`src/sv/point_rotate_about_axis_defines.svh`:
```
// Assertion macros for the point rotation block.
// Included by the top level; no other dependencies.
`ifndef POINT_ROTATE_ABOUT_AXIS_DEFINES_SVH
`define POINT_ROTATE_ABOUT_AXIS_DEFINES_SVH
`ifndef NO_ASSERTIONS
`define PRA_ASSERT_RESET(lbl, clk, rst, cons, msg) \
  lbl: assert property (@(posedge clk) (rst) |=> (cons)) else $error(msg);
`define PRA_ASSERT_IMP(lbl, clk, rst, ante, cons, msg) \
  lbl: assert property (@(posedge clk) disable iff (rst) (ante) |-> (cons)) else $error(msg);
`else
`define PRA_ASSERT_RESET(lbl, clk, rst, cons, msg)
`define PRA_ASSERT_IMP(lbl, clk, rst, ante, cons, msg)
`endif
`endif

```
`src/sv/pra_pkg.sv`:
```
// Shared types, constants and functions of the point rotation block.
// No dependencies; used by every module of the block.
package pra_pkg;

  localparam int CoordW = 32;
  localparam int AngleW = 26;
  localparam int ZW = 33;
  localparam int SumW = 38;

  localparam logic [26:0] Recip45 = 27'd95443717;
  localparam logic [5:0] Div45 = 6'd45;
  localparam logic [18:0] PhaseBias = 19'd22;
  localparam logic [31:0] QuarterTurn = 32'h4000_0000;
  localparam logic [31:0] HalfTurn = 32'h8000_0000;

  typedef enum logic [1:0] {
    CMD_ROT_X = 2'd0,
    CMD_ROT_Y = 2'd1,
    CMD_ROT_Z = 2'd2,
    CMD_NONE  = 2'd3
  } cmd_t;

  typedef struct packed {
    cmd_t               command;
    logic signed [31:0] origin_x;
    logic signed [31:0] origin_y;
    logic signed [31:0] origin_z;
    logic signed [31:0] point_x;
    logic signed [31:0] point_y;
    logic signed [31:0] point_z;
  } item_t;

  function automatic logic [31:0] atan_turn(input int idx);
    logic [31:0] r;
    case (idx)
      0:  r = 32'h20000000;
      1:  r = 32'h12E4051E;
      2:  r = 32'h09FB385B;
      3:  r = 32'h051111D4;
      4:  r = 32'h028B0D43;
      5:  r = 32'h0145D7E1;
      6:  r = 32'h00A2F61E;
      7:  r = 32'h00517C55;
      8:  r = 32'h0028BE53;
      9:  r = 32'h00145F2F;
      10: r = 32'h000A2F98;
      11: r = 32'h000517CC;
      12: r = 32'h00028BE6;
      13: r = 32'h000145F3;
      14: r = 32'h0000A2FA;
      15: r = 32'h0000517D;
      16: r = 32'h000028BE;
      17: r = 32'h0000145F;
      18: r = 32'h00000A30;
      19: r = 32'h00000518;
      20: r = 32'h0000028C;
      21: r = 32'h00000146;
      22: r = 32'h000000A3;
      23: r = 32'h00000051;
      24: r = 32'h00000029;
      25: r = 32'h00000014;
      26: r = 32'h0000000A;
      27: r = 32'h00000005;
      28: r = 32'h00000003;
      29: r = 32'h00000001;
      default: r = 32'h00000000;
    endcase
    return r;
  endfunction

  function automatic logic [31:0] sat32(input logic signed [SumW-1:0] v);
    logic [31:0] r;
    if ((&v[SumW-1:31]) || !(|v[SumW-1:31])) begin
      r = v[31:0];
    end else if (v[SumW-1]) begin
      r = 32'h8000_0000;
    end else begin
      r = 32'h7FFF_FFFF;
    end
    return r;
  endfunction

endpackage

```
`src/sv/pra_cordic_cell.sv`:
```
// One CORDIC rotation step with its own pipeline register.
// Depends on pra_pkg for the arctangent table and the item type.
module pra_cordic_cell #(
  parameter int ITER = 0,
  parameter int XY_W = 19
) (
  input  logic                          clk,
  input  logic                          rst,
  input  logic                          in_valid,
  output logic                          in_ready,
  input  logic signed [XY_W-1:0]        in_x,
  input  logic signed [XY_W-1:0]        in_y,
  input  logic signed [pra_pkg::ZW-1:0] in_z,
  input  logic                          in_flip,
  input  pra_pkg::item_t                in_item,
  output logic                          out_valid,
  input  logic                          out_ready,
  output logic signed [XY_W-1:0]        out_x,
  output logic signed [XY_W-1:0]        out_y,
  output logic signed [pra_pkg::ZW-1:0] out_z,
  output logic                          out_flip,
  output pra_pkg::item_t                out_item
);

  localparam logic signed [pra_pkg::ZW-1:0] Atan = {1'b0, pra_pkg::atan_turn(ITER)};

  logic signed [XY_W-1:0] dx, dy;

  assign in_ready = !out_valid || out_ready;
  assign dx = in_y >>> ITER;
  assign dy = in_x >>> ITER;

  always_ff @(posedge clk) begin
    if (rst) begin
      out_valid <= 1'b0;
    end else if (in_ready) begin
      out_valid <= in_valid;
    end
  end

  always_ff @(posedge clk) begin
    if (in_ready && in_valid) begin
      if (!in_z[pra_pkg::ZW-1]) begin
        out_x <= in_x - dx;
        out_y <= in_y + dy;
        out_z <= in_z - Atan;
      end else begin
        out_x <= in_x + dx;
        out_y <= in_y - dy;
        out_z <= in_z + Atan;
      end
      out_flip <= in_flip;
      out_item <= in_item;
    end
  end

endmodule

```
`config.mk`:
```
export PLATFORM = sky130hd
export DESIGN_NAME = pra_cordic_cell
export DESIGN_NICKNAME = d
export VERILOG_FILES = /design/src/sv/point_rotate_about_axis_defines.svh /design/src/sv/pra_pkg.sv /design/src/sv/pra_cordic_cell.sv
export SDC_FILE = /design/constraint.sdc
export NUM_CORES = 1
export LEC_CHECK = 0
export BUFFER_PORTS_ARGS = -buffer_cell sky130_fd_sc_hd__clkbuf_2
export CORE_AREA = 2 2 209 211
export DETAILED_ROUTE_END_ITERATION = 6
export DIE_AREA = 0 0 211 213
export GPL_TIMING_DRIVEN = 0
export PLACE_DENSITY = 0.57
export RECOVER_POWER = 100
export SYNTH_ARGS = -nofsm -noshare
export SYNTH_HDL_FRONTEND = slang
export SYNTH_SLANG_ARGS = --single-unit
```
`constraint.sdc`:
```
create_clock -name clk -period 12.45 [get_ports clk]
set_input_delay 2.49 -clock clk [delete_from_list [all_inputs] [get_ports clk]]
set_output_delay 2.49 -clock clk [all_outputs]
set_load 0.02 [all_outputs]
```
# After elaboration in Yosys (flattened, before gate mapping)
# Cells that the tools add are included.
[word_totals] ff_bits=267 wordCells=23 input_bits=270 out_inout_bits=268
[classes] n_addsub=5 muxes=3 reduce_logical=3
[ops] op="$mux 19" n=2
[ops] op="$sub 19x19->19" n=2
[ops] op="$add 33x31->33 const B" n=1
[ops] op="$mux 33" n=1
[ops] op="$sub 33x31->33 const B" n=1
[ops] op="$add 19x19->19" n=1
[ops] op="$logic_and 1x1->1" n=1
[ops] op="$logic_not 1->1" n=1
[ops] op="$logic_or 1x1->1" n=1

# Longest topological paths before layout
# Gate-level depths: netlist of the first run.
[logic_depth] depth_word=3 depth_mapped=10 ltp_nobuf=10

# Worst setup path after synthesis of the first run
# Ideal clock, no wire load.
[synth_timing] path_kind="input to register" from="in out_ready" to="reg out_flip (enable)" n_path_buf=0 setup_time_ns=0.659 stages=2 slack_ns=2.989 required_ns=11.791 arrival_ns=8.803 path_cell_list="nand2b_1 > and2_1"
[synth_between] elab_chain_len=2
[synth_lines] item="start: declaration" line_no="pra_cordic_cell.sv:17" source="input logic out_ready,"
[synth_lines] item="$logic_or 1x1->1" line_no="pra_cordic_cell.sv:29" source="assign in_ready = !out_valid || out_ready;"
[synth_lines] item="$logic_and 1x1->1" line_no="pra_cordic_cell.sv:42" source="if (in_ready && in_valid) begin"
[synth_lines] item="end signal: assignment" line_no="pra_cordic_cell.sv:52" source="out_flip <= in_flip;"
[synth_lines] item="end: declaration" line_no="pra_cordic_cell.sv:21" source="output logic out_flip,"
# No other way between the ends.
# A chain may end at the register's enable or synchronous reset.

# Final worst setup path of the first run
[layout_timing] from="in out_ready" to="reg out_item[82] (netlist bit) (enable)"
[layout_between] elab_chain_len=2
[layout_lines] item="$logic_or 1x1->1" line_no="pra_cordic_cell.sv:29"
[layout_lines] item="$logic_and 1x1->1" line_no="pra_cordic_cell.sv:42"
[layout_lines] item="end signal: assignment" line_no="pra_cordic_cell.sv:53" source="out_item <= in_item;"
[layout_lines] item="end: declaration" line_no="pra_cordic_cell.sv:22" source="output pra_pkg::item_t out_item"
# No other way between the ends.

==> impl_metrics.yaml, run 1 <==
outcome:
  status: "finished with violations"
  violations: "capacitance limit, slew limit"
clock_tree:
  clk_pin_slew_ps: 60
  cts_tree: "built"
  cts_made_buffers: 31
  cts.sinks: 266
  cts-hold-fix-buffers: 0
  clk_path_buf_depth: 3
  post_cts_buffers: 0
  clock_latency_ps: 560
  htreeDepth: 1
  cts_root_buf: "clkbuf_16"
  cts_resized: 0
synth:
  async_flop_share_pct: 0
  synth_cell_type_count: 66
  syn_area_um2: 11000
  syn_inst: 698
  avgSynthCellArea_um2: 15.8
  synth_edf_count: 265
  netlist.area_leader.share_pct: 72.3
  syn_nets: 1028
  ys_top_cells_by_area: "edfxtp_1 72%, ha_1 6.4%, xnor2_1 2.6%, a21oi_1 2.1%, inv_1 1.9%"
  synth_top_area_cell: "edfxtp_1"
  yosys_most_used_dff: "edfxtp_1"
  ys_warn_count: 0
  yosysSeqAreaShare_pct: 72.5
  synth_seq_cells: 266
global_routing:
  antenna_found_initial: 22
  grt_start_max_net_pins: 70
  first_global_vias: 7995
  grt_overflow: 0
  grt_first_pass_wirelength_mm: 61.5
  grt_usage_pct: 19.6
finish:
  mostFrequentLayoutCells: "328 x clkbuf_1, 265 x edfxtp_1, 228 x clkbuf_2, 56 x inv_1, 56 x ha_1"
  area_delta_synth_final_pct: 36.1
  drive_gt1_share_pct: 22.9
  final_common_cell: "clkbuf_1"
  nets: 1602
pwr:
  power.switching_mw: 0.650
  p_sw_share_pct: 27.3
  ir_worst_vdd_mv: 0.0971
  combPwrFrac_pct: 15.6
  clock_power_share_pct: 38.6
  power_frac_seq_pct: 45.7
  p_leak_nw: 5.78
  p_int_mw: 1.73
  p_per_area_nw_per_um2: 159
timing:
  max-slew-margin-rel_pct: -140
  slew_violations: 162
  timing.hold.ws_ps: 564
  fin_crit_sh_pct: 59.6
  fin_skew_ps: 10.5
  fin_tns_setup_ps: 0
  min_period_ps: 7420
  worst_slew_pin_slew_ps: 3590
  fmax_mhz: 135
  setup_violations: 0
  rsz0062_at_grt: "false"
  finalHoldViolCount: 0
worst_setup_path:
  path_class: "input port to flip-flop"
  start_kind: "input port"
  arrival_ps: 7630
  worstPathRequired_ps: 12660
  critPathMaxFanout: 69
  end_kind: "flip-flop"
die:
  die_y_um: 213
  start_util_pct: 25.8
  num_io_pins: 538
  rows: 76
  core_um2: 42700
  dieArea_um2: 44900
  die-width_um: 211
place:
  place_hpwl_mm: 38.1
  portBuffers: 537
  routabilityCongestion: 0.921
detailed_routing:
  firstDrtPassIters: 5
  via_count: 8360
  routed_wirelength_mm: 46.6
  drt-initial-drc-count: 628
  wl_per_cell_um: 25.2
  final_antenna_net_count: 0
  drc: 0
  routed_via_density: 4.52
min_path:
  hold_class: "flip-flop to flip-flop"
run:
  cap_violations: 3
-- power groups by stage --
stage                     Clock [mW]  Sequential [mW]  Combinational (mW)
final                          0.919             1.09               0.372
after global routing           0.980             1.09               0.399
after global placement             0             1.12               0.396
after CTS                      0.947             1.09               0.403
after floorplan                    0             1.19               0.137
after detailed placement           0             1.10               0.400
-- worst max-delay path, stage by stage --
cell	delay (ps)
clkbuf_2	70
nand2b_1	160
and2_0	1830
clkbuf_1	2640
buf_16	310
-- metrics by stage --
step                total power [mW]  instances  cell area [µm²]  util [%]  setup slack (ps)
CTS                             2.44       1841            15500      36.3              7020
finish                          2.38       1848            15000      35.1              5030
global placement                1.52       1781            14400      33.7               163
floorplan                       1.33        698            11000         -              2990
global route                    2.47       1841            15000      35.1              4500
detailed placement              1.50       1785            14500      33.9              7030
-- state kept, by name, summed over array words and instances (netlist names) --
| name | flops |
|---|---|
| out_flip | 1 |
| out_z | 33 |
| out_valid | 1 |
| out_x | 18 |
| out_y | 19 |
| out_item | 194 |
-- worst paths after layout --
| check | startpoint | to | slack [ps] | cells after the start |
|---|---|---|---|---|
| worst max-delay path | out_ready | out_item[82] | 5030 | 5 |
| worst min-delay path | out_valid | out_valid | 560 | 2 |
| worst max register to register | out_valid | out_item[82] | 6760 | 4 |
| worst min register to register | out_valid | out_valid | 560 | 2 |
-- cell type report --
cell class	count	area [µm²]
fill	4365	27700
sequential	266	7980
multi-input combinational	350	2600
timing repair buffer	541	2360
clock buffer	42	827
tap	546	683
inverter	62	233
clock inverter	14	186
buffer	20	105
antenna	7	17.5
-- cells by family (layout without fill, tap and decap cells) --
family / Yosys count / count (layout) / share of synthesized area, %
buffers and inverters: 82 / 679 / 3.08
DFF: 266 / 266 / 72.5
and+or+nand+nor: 103 / 103 / 4.93
adders and majority gates: 60 / 60 / 7.09
xor gates and xnor gates: 36 / 36 / 2.86
muxes: 5 / 5 / 0.455
AOI/OAI and AO/OA: 146 / 146 / 9.13
other: 0 / 7 / 0
-- cell usage after synthesis (all sizes together) (7+ instances only) --
master	n
nand4	7
a31oi	8
buf	17
edfxtp	265
o31ai	7
nand2	19
nor2	32
xnor2	33
o211ai	8
nor3	8
a21o	8
a21oi	46
ha	56
o21ai	31
inv	60
-- routing by layer --
layer	track usage, %	vias to the layer above	part of all wire [%]	wire, µm
met2	32.8	412	48	22400
met4	6.31	18	3.5	1630
met1	24.4	4077	39	18200
met5	0	-	0.25	116
li1	-	3772	-	-
met3	5.78	81	9.1	4250
Power figures use the tool's default switching activity.
==> inputs of run 2 (changes only) <==
Settings changed: ABC_AREA from default to 1, PLACE_DENSITY 0.57 to 0.58.
Clock period 12.45 ns to 6.89 ns, I/O delays scaled along.
==> run 2 against run 1 <==
  * Routed wire length rose by 9.1%
  * Die area did not move
  * Sequential cell count did not move
  * Via count rose by 15%
  * Critical path type unchanged
  * The flow finishes with violations (capacitance limit)
  * Final area rose by 5.9%
  * Count of clock-buffer cells in the layout fell by 1
  * Global-route usage rose by 2.1 points
==> impl_metrics.yaml, run 2 <==
timing:
  fin_crit_sh_pct: 61.0
  fin_tns_setup_ps: 0
  slew_violations: 0
  worst_slew_pin_slew_ps: 1490
  fmax_mhz: 238
  max-slew-margin-rel_pct: 0.460
  rsz0062_at_grt: "false"
  min_period_ps: 4210
  finalHoldViolCount: 0
  fin_skew_ps: 9.25
  setup_violations: 0
worst_setup_path:
  start_kind: "input port"
  worstPathRequired_ps: 7100
  critPathTopFamily: "buffers and inverters"
  worst-path-buf-inv: 6
  crit_start: "in_valid"
  worstReg2RegStart: "out_valid"
  path_class: "input port to flip-flop"
  end_kind: "flip-flop"
  arrival_ps: 4420
  max_stage_delay_ps: 1080
  path_common_cell: "buf_12"
  rrSetupSlack_ps: 3320
  worstPathCellList: "clkbuf_2 > inv_1 > a21oi_1 > clkbuf_1 > buf_12 > buf_12 > buf_16"
  critPathSlowestCell: "clkbuf_1"
  critPathMaxFanout: 28
detailed_routing:
  final_antenna_net_count: 0
  wl_per_cell_um: 24.3
  drc: 0
  drt-initial-drc-count: 861
  via_count: 9609
  routed_wirelength_mm: 50.8
  routed_via_density: 4.58
  firstDrtPassIters: 7
synth:
  syn_area_um2: 11600
  synth_seq_cells: 266
  ys_warn_count: 0
  synth_top_family_by_area: "simple AND/OR/NAND/NOR gates"
  avgSynthCellArea_um2: 12.4
  yosys.area_share.xor_xnor_pct: 1.21
  ys_top_cells_by_area: "edfxtp_1 69%, nand2_1 6.9%, ha_1 6.0%, nand3_1 3.4%, inv_1 3.4%"
  muxShareOfSynthArea_pct: 0.0862
  netlist.area_leader.share_pct: 68.6
  synth_edf_count: 265
  synth_cell_type_count: 37
  synth_most_common_cell: "edfxtp_1"
  synth_top_area_cell: "edfxtp_1"
  yosys-top-cells-count: "265 x edfxtp_1, 214 x nand2_1, 105 x inv_1"
  synth_compound_area_share_pct: 4.62
  syn_nets: 1267
  syn_inst: 937
  synthSimpleGateAreaFrac_pct: 13.7
  async_flop_share_pct: 0
  yosys_most_used_dff: "edfxtp_1"
  yosysSeqAreaShare_pct: 68.7
  synth_fa_ha_area_share_pct: 6.73
finish:
  reg_top3: "out_item (194), out_z (33), out_y (19)"
  mostFrequentLayoutCells: "326 x clkbuf_1, 265 x edfxtp_1, 224 x clkbuf_2, 214 x nand2_1, 105 x inv_1"
  area_delta_synth_final_pct: 36.7
  design_area_um2: 15900
  regMostFlops: "out_item"
  fin_cells: 2096
  drive_gt1_share_pct: 21.0
  nets: 1849
  final_common_cell: "clkbuf_1"
  largest_reg_flops: 194
  fillers: 4377
die:
  rows: 76
  dieArea_um2: 44900
  core_um2: 42700
  die-width_um: 211
  start_util_pct: 27.2
  num_io_pins: 538
  die_y_um: 213
pwr:
  p_leak_nw: 6.67
  ir_worst_vdd_mv: 0.139
  p_per_area_nw_per_um2: 280
  power_mw: 4.45
clock_tree:
  cts-hold-fix-buffers: 0
  cts_tree: "built"
  clk_path_buf_depth: 3
  cts_made_buffers: 34
  cts_root_buf: "clkbuf_16"
  cts_resized: 0
  htreeDepth: 2
  clock_latency_ps: 510
  cts.sinks: 266
  clk_pin_slew_ps: 60
  post_cts_buffers: 0
global_routing:
  grt_first_pass_wirelength_mm: 67.9
  antenna_found_initial: 28
  first_global_vias: 9270
  grt_usage_pct: 21.7
  grt_start_max_net_pins: 35
  grt_overflow: 0
min_path:
  hold_path_startpoint: "out_valid"
  hold_class: "flip-flop to flip-flop"
place:
  portBuffers: 536
  dp.cells: 2029
  place_hpwl_mm: 42.3
  dpl_cell_area_um2: 15200
  routabilityCongestion: 0.903
run:
  cap_violations: 1
outcome:
  violations: "capacitance limit"
  status: "finished with violations"
run 2: worst paths after layout:
check                  endpoint  cells past startpoint
setup / recovery  out_item[107]                      7
hold / removal        out_valid                      2
setup reg to reg  out_item[107]                      5
hold reg to reg       out_valid                      2
run 2: cell families after synthesis:
family	Yosys count
xor gates and xnor gates	16
buffers and inverters	132
DFF	266
muxes	1
AOI/OAI and AO/OA	93
adders and majority gates	60
and+or+nand+nor	369
run 2: metal layers:
layer	vias up	GRT usage (%)	wire length (µm)
met4	38	6.99	1470
met5	-	1.78	262
met1	4668	27.1	20400
li1	4389	-	-
met3	94	7.88	4650
met2	420	34.8	24100
run 2: through the flow:
stage / utilization, % / hold slack (ps) / setup slack, ps
floorplan: - / 740 / 557
global placement: 35.1 / 529 / -1440
detailed placement: 35.6 / 555 / 3390
CTS: 38.2 / 564 / 3690
global route: 37.1 / 567 / 2440
finish: 37.2 / 524 / 2680
run 2: final cells by class:
| type | count | area (µm²) | area share (%) |
|---|---|---|---|
| diodes | 6 | 15.0 | 0.0946 |
| clock inverters | 20 | 163 | 1.03 |
| repair buffers | 546 | 2470 | 15.6 |
| well taps | 546 | 683 | 4.31 |
| multi-input cells | 539 | 3050 | 19.2 |
| plain buffers | 25 | 163 | 1.03 |
| flip-flops and latches | 266 | 7980 | 50.3 |
| inverters | 107 | 402 | 2.53 |
| clock buffers | 41 | 941 | 5.93 |
run 2: worst reg2reg max path, delay by kind of cell (launching register included):
family	cells	cell delay, ps
AO/OA/AOI/OAI	1	1100
buffers and inverters	4	1830
flip-flops	1	320
run 2: where the power goes:
group | switching [mW] | total [mW] | internal [mW]
sequential | 0.0335 | 1.95 | 1.92
clock | 0.711 | 1.77 | 1.06
combinational | 0.516 | 0.728 | 0.212
==> inputs of run 3 (changes only) <==
Clock period 6.89 ns to 3.9 ns, I/O delays scaled along.
==> run 3 against run 2 <==
  * The run still ends with capacitance limit left
  * Combinational power up 79%
  * Utilization down 0.37 points
  * Clock power up 46%
  * Final cell count down 0.38%
  * Worst hold slack worse by 150 ps
  * Register-to-register slack worse by 2200 ps
  * Die area unchanged
  * Count of clock-buffer cells in the layout down 4
  * Sequential power up 76%
  * Via count down 2.0%
  * Final area down 0.99%
  * Critical endpoint is now out_item[89]
==> impl_metrics.yaml, run 3 (synthesis results as in run 2) <==
outcome:
  status: "finished with violations"
  violations: "capacitance limit"
global_routing:
  grt_start_max_net_pins: 31
  antenna_found_initial: 30
  first_global_vias: 9203
  grt_first_pass_wirelength_mm: 67.0
  grt_overflow: 0
  grt_usage_pct: 21.3
timing:
  setup_violations: 0
  fin_crit_sh_pct: 73.2
  max-slew-margin-rel_pct: 0.0332
  finalHoldViolCount: 0
  fmax_mhz: 350
  slew_violations: 0
  fin_skew_ps: 8.51
  min_period_ps: 2860
  rsz0062_at_grt: "false"
  worst_slew_pin_slew_ps: 1500
clock_tree:
  htreeDepth: 1
  post_cts_buffers: 0
  clk_path_buf_depth: 3
  clock_latency_ps: 550
  cts-hold-fix-buffers: 0
  cts_tree: "built"
  cts.sinks: 266
  clk_pin_slew_ps: 50
  cts_root_buf: "clkbuf_16"
  cts_resized: 0
  cts_made_buffers: 30
run:
  cap_violations: 1
place:
  portBuffers: 536
  routabilityCongestion: 0.889
  place_hpwl_mm: 42.2
worst_setup_path:
  rrSetupSlack_ps: 1160
  worstPathRequired_ps: 4150
  r2r_end: "out_item[89]"
  critPathMaxFanout: 26
  r2r_cells: 5
  arrival_ps: 3110
  path_class: "input port to flip-flop"
  end_kind: "flip-flop"
  start_kind: "input port"
  worstReg2RegStart: "out_valid"
finish:
  fillers: 4394
  multi_input_area_um2: 3050
  final_common_cell: "clkbuf_1"
  regMostFlops: "out_item"
  seq_area_um2: 7980
  area_delta_synth_final_pct: 35.3
  largest_reg_flops: 194
  drive_gt1_share_pct: 21.2
  reg_top3: "out_item (194), out_z (33), out_y (19)"
  mostFrequentLayoutCells: "317 x clkbuf_1, 265 x edfxtp_1, 233 x clkbuf_2, 214 x nand2_1, 103 x inv_1"
  nets: 1845
  utilization_pct: 36.8
detailed_routing:
  routed_wirelength_mm: 50.1
  wl_per_cell_um: 24.0
  drc: 0
  via_count: 9415
  firstDrtPassIters: 5
  final_antenna_net_count: 0
  drt-initial-drc-count: 759
  routed_via_density: 4.51
die:
  num_io_pins: 538
  start_util_pct: 27.2
  die_y_um: 213
  die-width_um: 211
  core_um2: 42700
  dieArea_um2: 44900
  rows: 76
min_path:
  hold_depth: 2
  hold_end: "out_valid"
  hold_path_startpoint: "rst"
  hold_class: "input port to flip-flop"
pwr:
  p_per_area_nw_per_um2: 466
  p_leak_nw: 6.60
  power_mw: 7.32
  ir_worst_vdd_mv: 0.242
==> run 3: worst max path at each step <==
stage                         end  slack, ps       from
floorplan                out_flip      -1680  out_ready
global placement    out_item[148]      -3740  out_ready
detailed placement      out_x[10]       1130    in_x[0]
CTS                     out_x[10]       1720    in_x[0]
global route         out_item[45]        850  out_ready
finish               out_item[89]       1040  out_ready
==> run 3: area by class of cell <==
cell class | count | share of cell area, %
sequential | 266 | 50.8
multi-input combinational | 539 | 19.4
timing repair buffer | 546 | 16.1
clock buffer | 37 | 5.08
tap | 546 | 4.35
inverter | 107 | 2.64
buffer | 25 | 1.04
clock inverter | 16 | 0.534
antenna | 6 | 0.0956
==> run 3: through the flow <==
stage	cells	TNS (ps)	hold WS [ps]	setup WS, ps	area (µm²)
2_1_floorplan	937	-444150	738	-1680	11600
3_3_place_gp	2019	-980700	526	-3740	15000
3_5_place_dp	2029	0	542	1130	15200
4_1_cts	2082	0	347	1720	16100
5_1_grt	2082	0	365	852	15700
6_report	2088	0	374	1040	15700
==> run 3: critical path, cell delays in order <==
cell and delay [ps]:
clkbuf_2 190, inv_12 30, a21oi_1 1140, buf_12 300
buf_12 230, buf_16 190, buf_16 190
==> run 3: power by group <==
| group | internal (mW) | switching [mW] |
|---|---|---|
| registers | 3.39 | 0.0569 |
| logic | 0.382 | 0.917 |
| clock network | 1.44 | 1.14 |
==> run 3: per-layer routing <==
layer	track usage [%]	wire, µm	up-vias
met2	35.6	24400	395
met5	0	277	-
met3	7.56	4570	96
li1	-	-	4374
met1	25.8	19500	4508
met4	6.92	1430	42
